## src/rtl/core/strided_subvolume_extract_macros.svh

```systemverilog
// ----------------------------------------------------------------------------
// Assertion macros for the strided subvolume extractor
// Shared concurrent assertion forms, clocked on clk and disabled in reset.
// ----------------------------------------------------------------------------
`ifndef STRIDED_SUBVOLUME_EXTRACT_MACROS_SVH
`define STRIDED_SUBVOLUME_EXTRACT_MACROS_SVH

// The consequent must hold in the same cycle as the antecedent.
`define SSVE_ASSERT_IMP(lbl, ante, cons, msg) \
    lbl: assert property (@(posedge clk) disable iff (!rst_n) (ante) |-> (cons)) \
        else $error(msg);

// The consequent must hold in the cycle after the antecedent.
`define SSVE_ASSERT_NEXT(lbl, ante, cons, msg) \
    lbl: assert property (@(posedge clk) disable iff (!rst_n) (ante) |=> (cons)) \
        else $error(msg);

`endif

```

## src/rtl/core/ssve_pkg.sv

```systemverilog
// ----------------------------------------------------------------------------
// Strided subvolume extractor package
// Widths, register indexes, reset values and shared types of the block.
// ----------------------------------------------------------------------------
package ssve_pkg;

    // Grid counter, summary count, size and window register widths.
    localparam int POS_W   = 11;
    localparam int PHASE_W = 10;
    localparam int CNT_W   = 11;
    localparam int SIZE_W  = 11;
    localparam int WIN_W   = 32;

    // Saturation value of the x position counter and the picked counts.
    localparam logic [POS_W-1:0] POS_MAX = 11'd2047;

    // Configuration register indexes.
    localparam int CFG_IDX_W = 3;
    localparam logic [CFG_IDX_W-1:0] CFG_SIZE_Y   = 3'd0;
    localparam logic [CFG_IDX_W-1:0] CFG_SIZE_Z   = 3'd1;
    localparam logic [CFG_IDX_W-1:0] CFG_WINDOW_X = 3'd2;
    localparam logic [CFG_IDX_W-1:0] CFG_WINDOW_Y = 3'd3;
    localparam logic [CFG_IDX_W-1:0] CFG_WINDOW_Z = 3'd4;

    // Register reset values: 50 points per axis, window start 0, end 50, step 1.
    localparam logic [SIZE_W-1:0] SIZE_RESET   = 11'd50;
    localparam logic [WIN_W-1:0]  WINDOW_RESET = 32'd4296704;

    // Result kinds.
    localparam logic KIND_POINT   = 1'b0;
    localparam logic KIND_SUMMARY = 1'b1;

    // Depth of the queue between the classifier and the result stage.
    localparam int QUEUE_DEPTH = 4;

    // Classification of one queued item.
    typedef struct packed {
        logic hit;
        logic last;
        logic bump_x;
        logic bump_y;
        logic bump_z;
    } tag_t;

    // Result stage: first result of the head item, or its pending summary.
    typedef enum logic {
        BK_FIRST,
        BK_SUMMARY
    } back_state_t;

endpackage

```

## src/rtl/core/ssve_fifo.sv

```systemverilog
// ----------------------------------------------------------------------------
// Strided subvolume extractor queue
// Small register queue that decouples the classifier from the result stage.
// ----------------------------------------------------------------------------
module ssve_fifo #(
    parameter int WIDTH = 101,
    parameter int DEPTH = 4
) (
    input  logic             clk,
    input  logic             rst_n,
    input  logic             push,
    input  logic [WIDTH-1:0] wdata,
    output logic             full,
    input  logic             pop,
    output logic [WIDTH-1:0] rdata,
    output logic             valid
);

    localparam int AW = $clog2(DEPTH);
    localparam int CW = $clog2(DEPTH + 1);

    logic [WIDTH-1:0] mem_reg [DEPTH];
    logic [AW-1:0]    wr_ptr_reg;
    logic [AW-1:0]    rd_ptr_reg;
    logic [CW-1:0]    count_reg;
    logic [AW-1:0]    wr_ptr_next;
    logic [AW-1:0]    rd_ptr_next;
    logic [CW-1:0]    count_next;
    logic             do_push;
    logic             do_pop;

    // Status and head of the queue.
    assign full    = (count_reg == CW'(DEPTH));
    assign valid   = (count_reg != '0);
    assign rdata   = mem_reg[rd_ptr_reg];
    assign do_push = push && !full;
    assign do_pop  = pop && valid;

    // Pointer wrap and occupancy.
    always_comb
    begin
        wr_ptr_next = wr_ptr_reg;
        rd_ptr_next = rd_ptr_reg;
        if (do_push)
        begin
            wr_ptr_next = (wr_ptr_reg == AW'(DEPTH - 1)) ? '0 : wr_ptr_reg + 1'b1;
        end
        if (do_pop)
        begin
            rd_ptr_next = (rd_ptr_reg == AW'(DEPTH - 1)) ? '0 : rd_ptr_reg + 1'b1;
        end
        count_next = count_reg + CW'(do_push) - CW'(do_pop);
    end

    always_ff @(posedge clk or negedge rst_n)
    begin
        if (!rst_n)
        begin
            wr_ptr_reg <= '0;
            rd_ptr_reg <= '0;
            count_reg  <= '0;
        end
        else
        begin
            wr_ptr_reg <= wr_ptr_next;
            rd_ptr_reg <= rd_ptr_next;
            count_reg  <= count_next;
        end
    end

    // Storage needs no reset.
    always_ff @(posedge clk)
    begin
        if (do_push)
        begin
            mem_reg[wr_ptr_reg] <= wdata;
        end
    end

`include "strided_subvolume_extract_macros.svh"

    `SSVE_ASSERT_IMP(a_count_max, 1'b1, count_reg <= CW'(DEPTH), "queue count above depth")
    `SSVE_ASSERT_NEXT(a_count_track, 1'b1, count_reg == CW'($past(count_reg) + CW'($past(do_push)) - CW'($past(do_pop))), "queue count lost an item")

endmodule

```

## src/rtl/core/ssve_front.sv

```systemverilog
// ----------------------------------------------------------------------------
// Strided subvolume extractor classifier
// Holds the configuration, follows the grid position of each incoming item
// and decides whether it is picked, queueing items that cause a result.
// ----------------------------------------------------------------------------
module ssve_front #(
    parameter int MAX_GRID = 1024
) (
    input  logic                                clk,
    input  logic                                rst_n,
    input  logic                                cfg_we,
    input  logic [ssve_pkg::CFG_IDX_W-1:0]      cfg_index,
    input  logic [ssve_pkg::WIN_W-1:0]          cfg_data,
    input  logic                                s_tvalid,
    input  logic                                s_tlast,
    output logic                                s_tready,
    input  logic                                q_full,
    output logic                                q_push,
    output ssve_pkg::tag_t                      q_tag
);

    localparam int POS_W   = ssve_pkg::POS_W;
    localparam int PHASE_W = ssve_pkg::PHASE_W;
    localparam logic [POS_W:0] GRID_LIM = (POS_W + 1)'(MAX_GRID);

    // Window register layout, highest field first.
    typedef struct packed {
        logic [PHASE_W-1:0] step;
        logic [POS_W-1:0]   stop;
        logic [POS_W-1:0]   start;
    } window_t;

    logic [ssve_pkg::SIZE_W-1:0] size_y_reg;
    logic [ssve_pkg::SIZE_W-1:0] size_z_reg;
    window_t                     window_x_reg;
    window_t                     window_y_reg;
    window_t                     window_z_reg;

    logic [POS_W-1:0]   pos_x_reg,   pos_y_reg,   pos_z_reg;
    logic [PHASE_W-1:0] phase_x_reg, phase_y_reg, phase_z_reg;
    logic [POS_W-1:0]   pos_x_next,  pos_y_next,  pos_z_next;
    logic [PHASE_W-1:0] phase_x_next, phase_y_next, phase_z_next;

    logic [POS_W:0] lim_y;
    logic [POS_W:0] lim_z;
    logic [POS_W:0] nx, ny, nz;
    logic           hit_x, hit_y, hit_z;
    logic           accept;

    // A size of zero acts as one; a size above the grid limit is clamped.
    function automatic logic [POS_W:0] eff_size(input logic [ssve_pkg::SIZE_W-1:0] s);
        logic [POS_W:0] w;
        w = (POS_W + 1)'(s);
        if (s == '0)
        begin
            return (POS_W + 1)'(1);
        end
        return (w > GRID_LIM) ? GRID_LIM : w;
    endfunction

    // In the window, below the clamped end and on a step boundary.
    function automatic logic axis_hit(input logic [POS_W-1:0] pos,
                                      input logic [PHASE_W-1:0] ph,
                                      input window_t w,
                                      input logic [POS_W:0] lim);
        logic [POS_W:0] stop_c;
        stop_c = ({1'b0, w.stop} > lim) ? lim : {1'b0, w.stop};
        return (pos >= w.start) && ({1'b0, pos} < stop_c) && (ph == '0);
    endfunction

    // Step phase once the position has moved past the window start.
    function automatic logic [PHASE_W-1:0] next_phase(input logic [POS_W:0] newpos,
                                                      input logic [PHASE_W-1:0] ph,
                                                      input window_t w);
        logic [PHASE_W:0]   n;
        logic [PHASE_W-1:0] st;
        st = (w.step == '0) ? PHASE_W'(1) : w.step;
        n  = {1'b0, ph} + 1'b1;
        if (newpos <= {1'b0, w.start})
        begin
            return '0;
        end
        return (n >= {1'b0, st}) ? '0 : n[PHASE_W-1:0];
    endfunction

    assign s_tready = !q_full;
    assign accept   = s_tvalid && s_tready;

    // Classification of the current grid position.
    always_comb
    begin
        lim_y = eff_size(size_y_reg);
        lim_z = eff_size(size_z_reg);
        hit_x = axis_hit(pos_x_reg, phase_x_reg, window_x_reg, GRID_LIM);
        hit_y = axis_hit(pos_y_reg, phase_y_reg, window_y_reg, lim_y);
        hit_z = axis_hit(pos_z_reg, phase_z_reg, window_z_reg, lim_z);

        q_tag.hit    = hit_x && hit_y && hit_z;
        q_tag.last   = s_tlast;
        q_tag.bump_x = (pos_y_reg == window_y_reg.start) && (pos_z_reg == window_z_reg.start);
        q_tag.bump_y = (pos_x_reg == window_x_reg.start) && (pos_z_reg == window_z_reg.start);
        q_tag.bump_z = (pos_x_reg == window_x_reg.start) && (pos_y_reg == window_y_reg.start);

        // Only picked items and the last item produce results.
        q_push = accept && (q_tag.hit || s_tlast);
    end

    // Raster position advance: z fastest, then y, then x.
    always_comb
    begin
        pos_x_next   = pos_x_reg;
        pos_y_next   = pos_y_reg;
        pos_z_next   = pos_z_reg;
        phase_x_next = phase_x_reg;
        phase_y_next = phase_y_reg;
        phase_z_next = phase_z_reg;
        nx = {1'b0, pos_x_reg} + 1'b1;
        ny = {1'b0, pos_y_reg} + 1'b1;
        nz = {1'b0, pos_z_reg} + 1'b1;
        if (accept)
        begin
            if (s_tlast)
            begin
                pos_x_next   = '0;
                pos_y_next   = '0;
                pos_z_next   = '0;
                phase_x_next = '0;
                phase_y_next = '0;
                phase_z_next = '0;
            end
            else if (nz < lim_z)
            begin
                phase_z_next = next_phase(nz, phase_z_reg, window_z_reg);
                pos_z_next   = nz[POS_W-1:0];
            end
            else
            begin
                pos_z_next   = '0;
                phase_z_next = '0;
                if (ny < lim_y)
                begin
                    phase_y_next = next_phase(ny, phase_y_reg, window_y_reg);
                    pos_y_next   = ny[POS_W-1:0];
                end
                else
                begin
                    pos_y_next   = '0;
                    phase_y_next = '0;
                    // The x position holds once it saturates.
                    if (pos_x_reg < ssve_pkg::POS_MAX)
                    begin
                        phase_x_next = next_phase(nx, phase_x_reg, window_x_reg);
                        pos_x_next   = nx[POS_W-1:0];
                    end
                end
            end
        end
    end

    // Grid counters.
    always_ff @(posedge clk or negedge rst_n)
    begin
        if (!rst_n)
        begin
            pos_x_reg   <= '0;
            pos_y_reg   <= '0;
            pos_z_reg   <= '0;
            phase_x_reg <= '0;
            phase_y_reg <= '0;
            phase_z_reg <= '0;
        end
        else
        begin
            pos_x_reg   <= pos_x_next;
            pos_y_reg   <= pos_y_next;
            pos_z_reg   <= pos_z_next;
            phase_x_reg <= phase_x_next;
            phase_y_reg <= phase_y_next;
            phase_z_reg <= phase_z_next;
        end
    end

    // Configuration registers; unknown indexes are ignored.
    always_ff @(posedge clk or negedge rst_n)
    begin
        if (!rst_n)
        begin
            size_y_reg   <= ssve_pkg::SIZE_RESET;
            size_z_reg   <= ssve_pkg::SIZE_RESET;
            window_x_reg <= window_t'(ssve_pkg::WINDOW_RESET);
            window_y_reg <= window_t'(ssve_pkg::WINDOW_RESET);
            window_z_reg <= window_t'(ssve_pkg::WINDOW_RESET);
        end
        else if (cfg_we)
        begin
            case (cfg_index)
                ssve_pkg::CFG_SIZE_Y:   size_y_reg   <= cfg_data[ssve_pkg::SIZE_W-1:0];
                ssve_pkg::CFG_SIZE_Z:   size_z_reg   <= cfg_data[ssve_pkg::SIZE_W-1:0];
                ssve_pkg::CFG_WINDOW_X: window_x_reg <= window_t'(cfg_data);
                ssve_pkg::CFG_WINDOW_Y: window_y_reg <= window_t'(cfg_data);
                ssve_pkg::CFG_WINDOW_Z: window_z_reg <= window_t'(cfg_data);
                default:
                begin
                end
            endcase
        end
    end

`include "strided_subvolume_extract_macros.svh"

    `SSVE_ASSERT_NEXT(a_volume_clear, accept && s_tlast, (pos_x_reg == '0) && (pos_y_reg == '0) && (pos_z_reg == '0), "grid position not cleared after the last item")

endmodule

```

## src/rtl/core/ssve_back.sv

```systemverilog
// ----------------------------------------------------------------------------
// Strided subvolume extractor result stage
// Turns queued items into results, keeps the bounding box and picked counts,
// and drives the registered output item.
// ----------------------------------------------------------------------------
module ssve_back #(
    parameter int COORD_BITS = 32
) (
    input  logic                                          clk,
    input  logic                                          rst_n,
    input  logic                                          q_valid,
    input  logic [3*COORD_BITS-1:0]                       q_pts,
    input  ssve_pkg::tag_t                                q_tag,
    output logic                                          q_pop,
    input  logic                                          m_tready,
    output logic                                          m_tvalid,
    output logic                                          m_kind,
    output logic                                          m_run_end,
    output logic [6*COORD_BITS+3*ssve_pkg::CNT_W-1:0]     m_payload
);

    localparam int CB    = COORD_BITS;
    localparam int CNT_W = ssve_pkg::CNT_W;

    ssve_pkg::back_state_t state_reg, state_next;

    logic [CB-1:0]    low_reg  [3];
    logic [CB-1:0]    high_reg [3];
    logic [CNT_W-1:0] cnt_reg  [3];
    logic             any_reg;
    logic [CB-1:0]    low_next  [3];
    logic [CB-1:0]    high_next [3];
    logic [CNT_W-1:0] cnt_next  [3];
    logic             any_next;

    logic             m_tvalid_reg, m_tvalid_next;
    logic             m_kind_reg, m_kind_next;
    logic             m_run_end_reg, m_run_end_next;
    logic [CB-1:0]    val_reg  [3];
    logic [CB-1:0]    top_reg  [3];
    logic [CNT_W-1:0] pick_reg [3];
    logic [CB-1:0]    val_next  [3];
    logic [CB-1:0]    top_next  [3];
    logic [CNT_W-1:0] pick_next [3];

    logic [CB-1:0]    pt [3];
    logic [2:0]       bump;
    logic             load;
    logic             emit_point;

    assign pt[0] = q_pts[CB-1:0];
    assign pt[1] = q_pts[2*CB-1:CB];
    assign pt[2] = q_pts[3*CB-1:2*CB];
    assign bump  = {q_tag.bump_z, q_tag.bump_y, q_tag.bump_x};

    // A new result enters when the output register is free or being taken.
    assign load       = q_valid && (!m_tvalid_reg || m_tready);
    assign emit_point = q_tag.hit && (state_reg == ssve_pkg::BK_FIRST);

    // Next state: a picked last item leaves its summary pending.
    always_comb
    begin
        state_next = state_reg;
        if (load)
        begin
            if (emit_point && q_tag.last)
            begin
                state_next = ssve_pkg::BK_SUMMARY;
            end
            else
            begin
                state_next = ssve_pkg::BK_FIRST;
            end
        end
    end

    // Outputs of the sequencer: the head leaves once its final result is out.
    always_comb
    begin
        q_pop = load && !(emit_point && q_tag.last);
    end

    // Bounding box, counts and the output item.
    always_comb
    begin
        any_next       = any_reg;
        m_kind_next    = m_kind_reg;
        m_run_end_next = m_run_end_reg;
        m_tvalid_next  = m_tvalid_reg && !m_tready;
        for (int i = 0; i < 3; i++)
        begin
            low_next[i]  = low_reg[i];
            high_next[i] = high_reg[i];
            cnt_next[i]  = cnt_reg[i];
            val_next[i]  = val_reg[i];
            top_next[i]  = top_reg[i];
            pick_next[i] = pick_reg[i];
        end
        if (load)
        begin
            m_tvalid_next = 1'b1;
            if (emit_point)
            begin
                m_kind_next    = ssve_pkg::KIND_POINT;
                m_run_end_next = !q_tag.last;
                any_next       = 1'b1;
                for (int i = 0; i < 3; i++)
                begin
                    val_next[i]  = pt[i];
                    top_next[i]  = '0;
                    pick_next[i] = '0;
                    if (!any_reg || ($signed(pt[i]) < $signed(low_reg[i])))
                    begin
                        low_next[i] = pt[i];
                    end
                    if (!any_reg || ($signed(high_reg[i]) < $signed(pt[i])))
                    begin
                        high_next[i] = pt[i];
                    end
                    if (bump[i] && (cnt_reg[i] < ssve_pkg::POS_MAX))
                    begin
                        cnt_next[i] = cnt_reg[i] + 1'b1;
                    end
                end
            end
            else
            begin
                // Summary of the volume, then everything clears.
                m_kind_next    = ssve_pkg::KIND_SUMMARY;
                m_run_end_next = 1'b1;
                any_next       = 1'b0;
                for (int i = 0; i < 3; i++)
                begin
                    val_next[i]  = low_reg[i];
                    top_next[i]  = high_reg[i];
                    pick_next[i] = cnt_reg[i];
                    low_next[i]  = '0;
                    high_next[i] = '0;
                    cnt_next[i]  = '0;
                end
            end
        end
    end

    always_ff @(posedge clk or negedge rst_n)
    begin
        if (!rst_n)
        begin
            state_reg    <= ssve_pkg::BK_FIRST;
            any_reg      <= 1'b0;
            m_tvalid_reg <= 1'b0;
            for (int i = 0; i < 3; i++)
            begin
                low_reg[i]  <= '0;
                high_reg[i] <= '0;
                cnt_reg[i]  <= '0;
            end
        end
        else
        begin
            state_reg    <= state_next;
            any_reg      <= any_next;
            m_tvalid_reg <= m_tvalid_next;
            for (int i = 0; i < 3; i++)
            begin
                low_reg[i]  <= low_next[i];
                high_reg[i] <= high_next[i];
                cnt_reg[i]  <= cnt_next[i];
            end
        end
    end

    // Output payload needs no reset.
    always_ff @(posedge clk)
    begin
        m_kind_reg    <= m_kind_next;
        m_run_end_reg <= m_run_end_next;
        for (int i = 0; i < 3; i++)
        begin
            val_reg[i]  <= val_next[i];
            top_reg[i]  <= top_next[i];
            pick_reg[i] <= pick_next[i];
        end
    end

    assign m_tvalid  = m_tvalid_reg;
    assign m_kind    = m_kind_reg;
    assign m_run_end = m_run_end_reg;
    assign m_payload = {pick_reg[2], pick_reg[1], pick_reg[0],
                        top_reg[2], top_reg[1], top_reg[0],
                        val_reg[2], val_reg[1], val_reg[0]};

`include "strided_subvolume_extract_macros.svh"

    `SSVE_ASSERT_IMP(a_summary_head, state_reg == ssve_pkg::BK_SUMMARY, q_valid && q_tag.hit && q_tag.last, "pending summary without a picked last item at the head")
    `SSVE_ASSERT_IMP(a_summary_ends_run, m_tvalid_reg && (m_kind_reg == ssve_pkg::KIND_SUMMARY), m_run_end_reg, "summary item not marked as the end of its run")

endmodule

```

## src/rtl/core/strided_subvolume_extract.sv

```systemverilog
// ----------------------------------------------------------------------------
// Strided subvolume extractor
// Picks the grid points inside a strided 3D window and reports their
// bounding box and per-axis picked counts at the end of each volume.
// ----------------------------------------------------------------------------
// Grid points enter on the s_ channel in raster order (z fastest, then y,
// then x); s_tlast marks the last point of the volume. Each picked point
// leaves on the m_ channel as a point item (m_tuser low). After the last
// point a summary item (m_tuser high) carries the minima, maxima and picked
// counts, and all grid and bounding state clears for the next volume.
// m_tlast is high on the last item caused by an input point.
// One point is accepted per cycle while the queue is not full. A point that
// causes a result enters the queue when accepted, then the output register.
// The result stage emits one item per cycle while m_tready is high, so a
// picked last point, which causes two items, holds the queue head until its
// summary loads; the four-entry queue absorbs this and output stalls.
// When m_tready is low the output item holds and the queue fills; s_tready
// drops only once the queue is full. Reset clears the grid position, bounds
// and counts, empties the queue and loads the default registers (50 by 50
// points, windows 0 to 50, step 1). Registers are written through cfg_we,
// cfg_index, cfg_data by the user only while idle; the block does not check.
// ----------------------------------------------------------------------------
module strided_subvolume_extract #(
    parameter int MAX_GRID   = 1024,
    parameter int COORD_BITS = 32,
    localparam int IN_W       = 3 * COORD_BITS,
    localparam int IN_TDATA_W = ((IN_W + 7) / 8) * 8,
    localparam int OUT_W      = 6 * COORD_BITS + 3 * ssve_pkg::CNT_W,
    localparam int OUT_TDATA_W = ((OUT_W + 7) / 8) * 8
) (
    input  logic                             clk,
    input  logic                             rst_n,
    input  logic                             cfg_we,
    input  logic [ssve_pkg::CFG_IDX_W-1:0]   cfg_index,
    input  logic [ssve_pkg::WIN_W-1:0]       cfg_data,
    input  logic                             s_tvalid,
    output logic                             s_tready,
    // point_x, point_y, point_z, zero fill
    input  logic [IN_TDATA_W-1:0]            s_tdata,
    input  logic                             s_tlast,
    output logic                             m_tvalid,
    input  logic                             m_tready,
    // value_x, value_y, value_z, top_x, top_y, top_z,
    // picked_x, picked_y, picked_z, zero fill
    output logic [OUT_TDATA_W-1:0]           m_tdata,
    // kind
    output logic                             m_tuser,
    output logic                             m_tlast
);

    localparam int TAG_W = $bits(ssve_pkg::tag_t);
    localparam int Q_W   = IN_W + TAG_W;

    ssve_pkg::tag_t   f_tag;
    ssve_pkg::tag_t   q_tag;
    logic             q_push;
    logic             q_full;
    logic             q_pop;
    logic             q_valid;
    logic [Q_W-1:0]   q_wdata;
    logic [Q_W-1:0]   q_rdata;
    logic [OUT_W-1:0] payload;

    // Classifier: configuration and grid position.
    ssve_front #(
        .MAX_GRID (MAX_GRID)
    ) u_front (
        .clk       (clk),
        .rst_n     (rst_n),
        .cfg_we    (cfg_we),
        .cfg_index (cfg_index),
        .cfg_data  (cfg_data),
        .s_tvalid  (s_tvalid),
        .s_tlast   (s_tlast),
        .s_tready  (s_tready),
        .q_full    (q_full),
        .q_push    (q_push),
        .q_tag     (f_tag)
    );

    // Queue between classifier and result stage.
    assign q_wdata = {s_tdata[IN_W-1:0], f_tag};

    ssve_fifo #(
        .WIDTH (Q_W),
        .DEPTH (ssve_pkg::QUEUE_DEPTH)
    ) u_fifo (
        .clk   (clk),
        .rst_n (rst_n),
        .push  (q_push),
        .wdata (q_wdata),
        .full  (q_full),
        .pop   (q_pop),
        .rdata (q_rdata),
        .valid (q_valid)
    );

    assign q_tag = ssve_pkg::tag_t'(q_rdata[TAG_W-1:0]);

    // Result stage: bounding box and output register.
    ssve_back #(
        .COORD_BITS (COORD_BITS)
    ) u_back (
        .clk       (clk),
        .rst_n     (rst_n),
        .q_valid   (q_valid),
        .q_pts     (q_rdata[Q_W-1:TAG_W]),
        .q_tag     (q_tag),
        .q_pop     (q_pop),
        .m_tready  (m_tready),
        .m_tvalid  (m_tvalid),
        .m_kind    (m_tuser),
        .m_run_end (m_tlast),
        .m_payload (payload)
    );

    assign m_tdata = OUT_TDATA_W'(payload);

endmodule

```

## config.mk

```make
export PLATFORM = sky130hd
export DESIGN_NAME = strided_subvolume_extract
export DESIGN_NICKNAME = d
export VERILOG_FILES = /design/src/rtl/core/ssve_pkg.sv /design/src/rtl/core/ssve_fifo.sv /design/src/rtl/core/ssve_front.sv /design/src/rtl/core/ssve_back.sv /design/src/rtl/core/strided_subvolume_extract.sv
export VERILOG_INCLUDE_DIRS = /design/src /design/src/rtl/core
export SDC_FILE = /design/constraint.sdc
export NUM_CORES = 2
export LEC_CHECK = 0
export ABC_AREA = 1
export BUFFER_PORTS_ARGS = -buffer_cell sky130_fd_sc_hd__buf_2
export CORE_MARGIN = 3
export CORE_UTILIZATION = 55
export DETAILED_ROUTE_END_ITERATION = 10
export PLACE_DENSITY = 0.85
export SLEW_MARGIN = 20
export SYNTH_ARGS = -nofsm -noshare
export SYNTH_HDL_FRONTEND = slang
export SYNTH_SLANG_ARGS = --single-unit
```

## constraint.sdc

```tcl
create_clock -name clk -period 13.79 [get_ports clk]
set_clock_uncertainty 0.15 [all_clocks]
set_input_delay 2.758 -clock clk [delete_from_list [all_inputs] [get_ports clk]]
set_output_delay 2.758 -clock clk [all_outputs]
set_load 0.01 [all_outputs]
```

==> key figures <==
Power and ir drop
  • Leakage Power: 26.3 nW
  • Maximum VDD drop: 0.000128 V
  • Cell area power density: 222 mW/mm^2
  • Total chip power: 12.9 mW

CTS
  • CTS resizes: 0
  • TritonCTS clock tree: yes
  • Number of setup buffers added after CTS: 0
  • Clock-pin slew on the worst setup and hold paths: 60 ps
  • Clock buffer depth: 3
  • TritonCTS Buffers: 108
  • Clock sink count: 1047
  • H-tree depth: 3
  • CTS Hold Bufs: 0
  • Root Buffer: clkbuf_16
  • Clk_lat worst skew: 710 ps

Synthesis
  • Synth top area share: 0.368
  • Cells after Synth: 5192
  • Avg Inst Size Synth: 9.92 um^2
  • Async set or reset register ratio after synthesis: 0.397
  • Yosys warns: 0
  • Most used DFF post-synth: edfxtp_1
  • Post-synth top area cell: edfxtp_1
  • Post-synthesis mux area share: 0
  • Synth Area in Adders: 0.0910
  • Post-synthesis xor/xnor area fraction: 0.00749
  • Main combinational cell family by area after synthesis: simple AND/OR/NAND/NOR gates
  • Post-synth EDFFs: 631
  • Synth Cell Area: 0.0515 mm^2
  • Yosys reg bits: 1047
  • Synth area leaders: edfxtp_1, dfrtp_1, nand2_1
  • Post-synthesis simple-gate area fraction: 0.175
  • Synth cell types: 60
  • Sequential fraction of the synthesis area: 0.571
  • Compound-Gate Fraction of Synth Area: 0.0923

Timing
  • Headroom to the max-slew limit: 0.248
  • Measured slew at the worst slew-check pin: 1130 ps
  • Setup Viol. Count Final: 0
  • Post-route setup TNS: 0 ps
  • Fin. max-slew vios: 0
  • Final min period: 6930 ps
  • Fin crit share: 0.502
  • Unrepaired setup endpoints after global routing: no
  • Hold Fails Final Rpt: 0
  • Peak Freq: 0.144 GHz

Route
  • Via density: 5.67
  • Routed len/inst: 19.0 um
  • Initial drt markers: 3815
  • Routed Antenna Nets: 0
  • Pre-antenna DRT Iters: 7
  • Aggregate routed wire length: 131000 um
  • Vias: 39000
  • DRC violations left: 0

Die
  • Die extent in x: 312 um
  • Die height: 312 um
  • Core ar.: 0.0922 mm^2
  • Initial core utilization: 0.558
  • Boundary Pins: 373
  • Rows: 111
  • Die Area: 0.0973 mm^2

Cells and area
  • Final net count: 6003
  • Layout cells sized above 1: 0.117
  • Area Growth Syn to Fin: 12.8%
  • Final core occ: 0.630
  • Max FFs per register: 404

Setup path
  • Crit Path Max Fanout: 51
  • Most used cell, CP: nand2_1
  • Crit Path Class: reg -> reg
  • R2R Path Start: u_front.size_z_reg[5]
  • Worst Reg2Reg Path Length in Cells: 28
  • Reg2reg setup slack: 6860 ps
  • Crit path required time: 13920 ps
  • CP peak stage delay: 780 ps
  • CP endpoint kind: flop
  • R2R Path End: u_fifo.mem_reg[2][17]
  • Slowest CP cell: buf_4
  • Crit start category: flop
  • Crit path arrival time: 7050 ps

Global route
  • Vias in the first global route: 38000
  • Global route total overflow: 0
  • Initial antenna violation count: 53
  • Largest net degree at the start of global routing: 179
  • Tot GR Track Use: 0.264
  • First-pass GRT wire length: 205000 um

Outcome
  • Outcome: complete, no violations

Hold path
  • Hold Path Cell Cnt: 2
  • Worst min-delay path startpoint: u_back.low_reg[80]
  • HP Class: reg -> reg
  • Worst Hold End: u_back.low_reg[80]

Run
  • Max-Cap Viols: 0

Placed design
  • Routability cong.: 0.916
  • Hpwl dp: 87900 um
  • IO buf count: 365
## layout by cell type (no fill, tap or decap), types with 18 or more instances in the layout
cell type | netlist | routed
a211oi_1 | 26 | 26
a21oi_1 | 253 | 253
a32oi_1 | 93 | 93
buf_2 | 59 | 364
buf_4 | 21 | 23
clkbuf_1 | 98 | 32
clkbuf_16 | 0 | 111
clkinv_2 | 0 | 21
dfrtp_1 | 398 | 397
dfstp_2 | 18 | 18
diode_2 | 0 | 44
edfxtp_1 | 631 | 631
ha_1 | 373 | 373
inv_1 | 591 | 590
nand2_1 | 1284 | 1284
nand3_1 | 296 | 293
nand4_1 | 50 | 50
nor2_1 | 387 | 383
nor3_1 | 57 | 57
nor4_1 | 22 | 22
o21ai_0 | 219 | 219
o21ai_1 | 18 | 18
o21bai_1 | 97 | 97
xor2_1 | 37 | 37
## worst max path at each step
stage	start	end	cells after the start
CTS	u_front.size_z_reg[5]	u_fifo.mem_reg[2][20]	28
global route	u_front.size_z_reg[7]	u_fifo.mem_reg[2][20]	27
detailed placement	u_front.size_z_reg[2]	u_fifo.mem_reg[2][23]	28
floorplan	m_tready	u_back.m_kind	4
global placement	u_front.size_z_reg[2]	u_fifo.mem_reg[1][64]	28
finish	u_front.size_z_reg[5]	u_fifo.mem_reg[2][17]	28
## area by class of cell
type	instances	area, um^2
fillers	7023	34200
flip-flops and latches	1047	29400
multi-input cells	3347	18900
clock buffers	152	3020
inverters	597	2260
repair buffers	391	2060
well taps	1243	1560
clock inverters	53	754
diodes	44	110
## metrics by stage
stage,std cells,hold WS [ps],cell area [um^2],setup slack [ps]
6_report,6874,320,58100,6860
5_1_grt,6857,346,58000,6260
4_1_cts,6830,323,57900,6920
3_5_place_dp,6625,308,54200,6980
3_3_place_gp,6625,303,54200,7130
2_1_floorplan,5198,292,51500,3090
## metal layers
metal  share of wire  global-route usage  vias to the layer above
li1                -                   -                    18300
met1            0.39               0.336                    18600
met2            0.47               0.431                     1724
met3           0.082              0.0532                      374
met4           0.050               0.134                       22
met5          0.0012                   0                        -
## critical path: cells and delay by family, from the launching register on
kind / cells / cell delay [ps]
AO/OA/AOI/OAI: 3 / 700
buffers and inverters: 4 / 1820
flip-flops: 1 / 380
adder cells (fa/ha/maj): 2 / 640
AND/OR/NAND/NOR: 19 / 2730
## synthesized netlist by cell type (5+ instances only)
| master | count |
|---|---|
| nand2_2 | 8 |
| xnor2_1 | 7 |
| nand4_1 | 50 |
| nand3_1 | 296 |
| clkbuf_1 | 98 |
| nand2_4 | 5 |
| dfstp_2 | 18 |
| buf_1 | 15 |
| o221ai_1 | 9 |
| nand3_4 | 6 |
| o21ai_1 | 18 |
| dfrtp_1 | 398 |
| a21oi_1 | 253 |
| nor2_2 | 9 |
| buf_6 | 13 |
| nor4_1 | 22 |
| buf_4 | 21 |
| a211oi_1 | 26 |
| a22oi_1 | 6 |
| o21ai_2 | 9 |
| nand3_2 | 7 |
| inv_1 | 591 |
| o21a_1 | 9 |
| a32oi_1 | 93 |
| nor2_1 | 387 |
| o21bai_1 | 97 |
| o31ai_1 | 13 |
| nor3_1 | 57 |
| o21ai_0 | 219 |
| buf_2 | 59 |
| ha_1 | 373 |
| nand2_1 | 1284 |
| a31o_2 | 5 |
| xor2_1 | 37 |
| edfxtp_1 | 631 |
## cell families (layout without fill, tap and decap cells)
logic type	Yosys count	after routing
buffers and inverters	804	1193
AOI/OAI and AO/OA	774	774
adders and majority gates	374	374
and+or+nand+nor	2148	2148
xor gates and xnor gates	44	44
DFF	1047	1047
other	1	51
## where the power goes
group / switching [mW] / internal [mW]
sequential: 0.408 / 4.25
clock: 1.26 / 1.80
combinational: 3.52 / 1.66
total: 5.19 / 7.71
No activity file was read; power rests on OpenSTA's default activity.
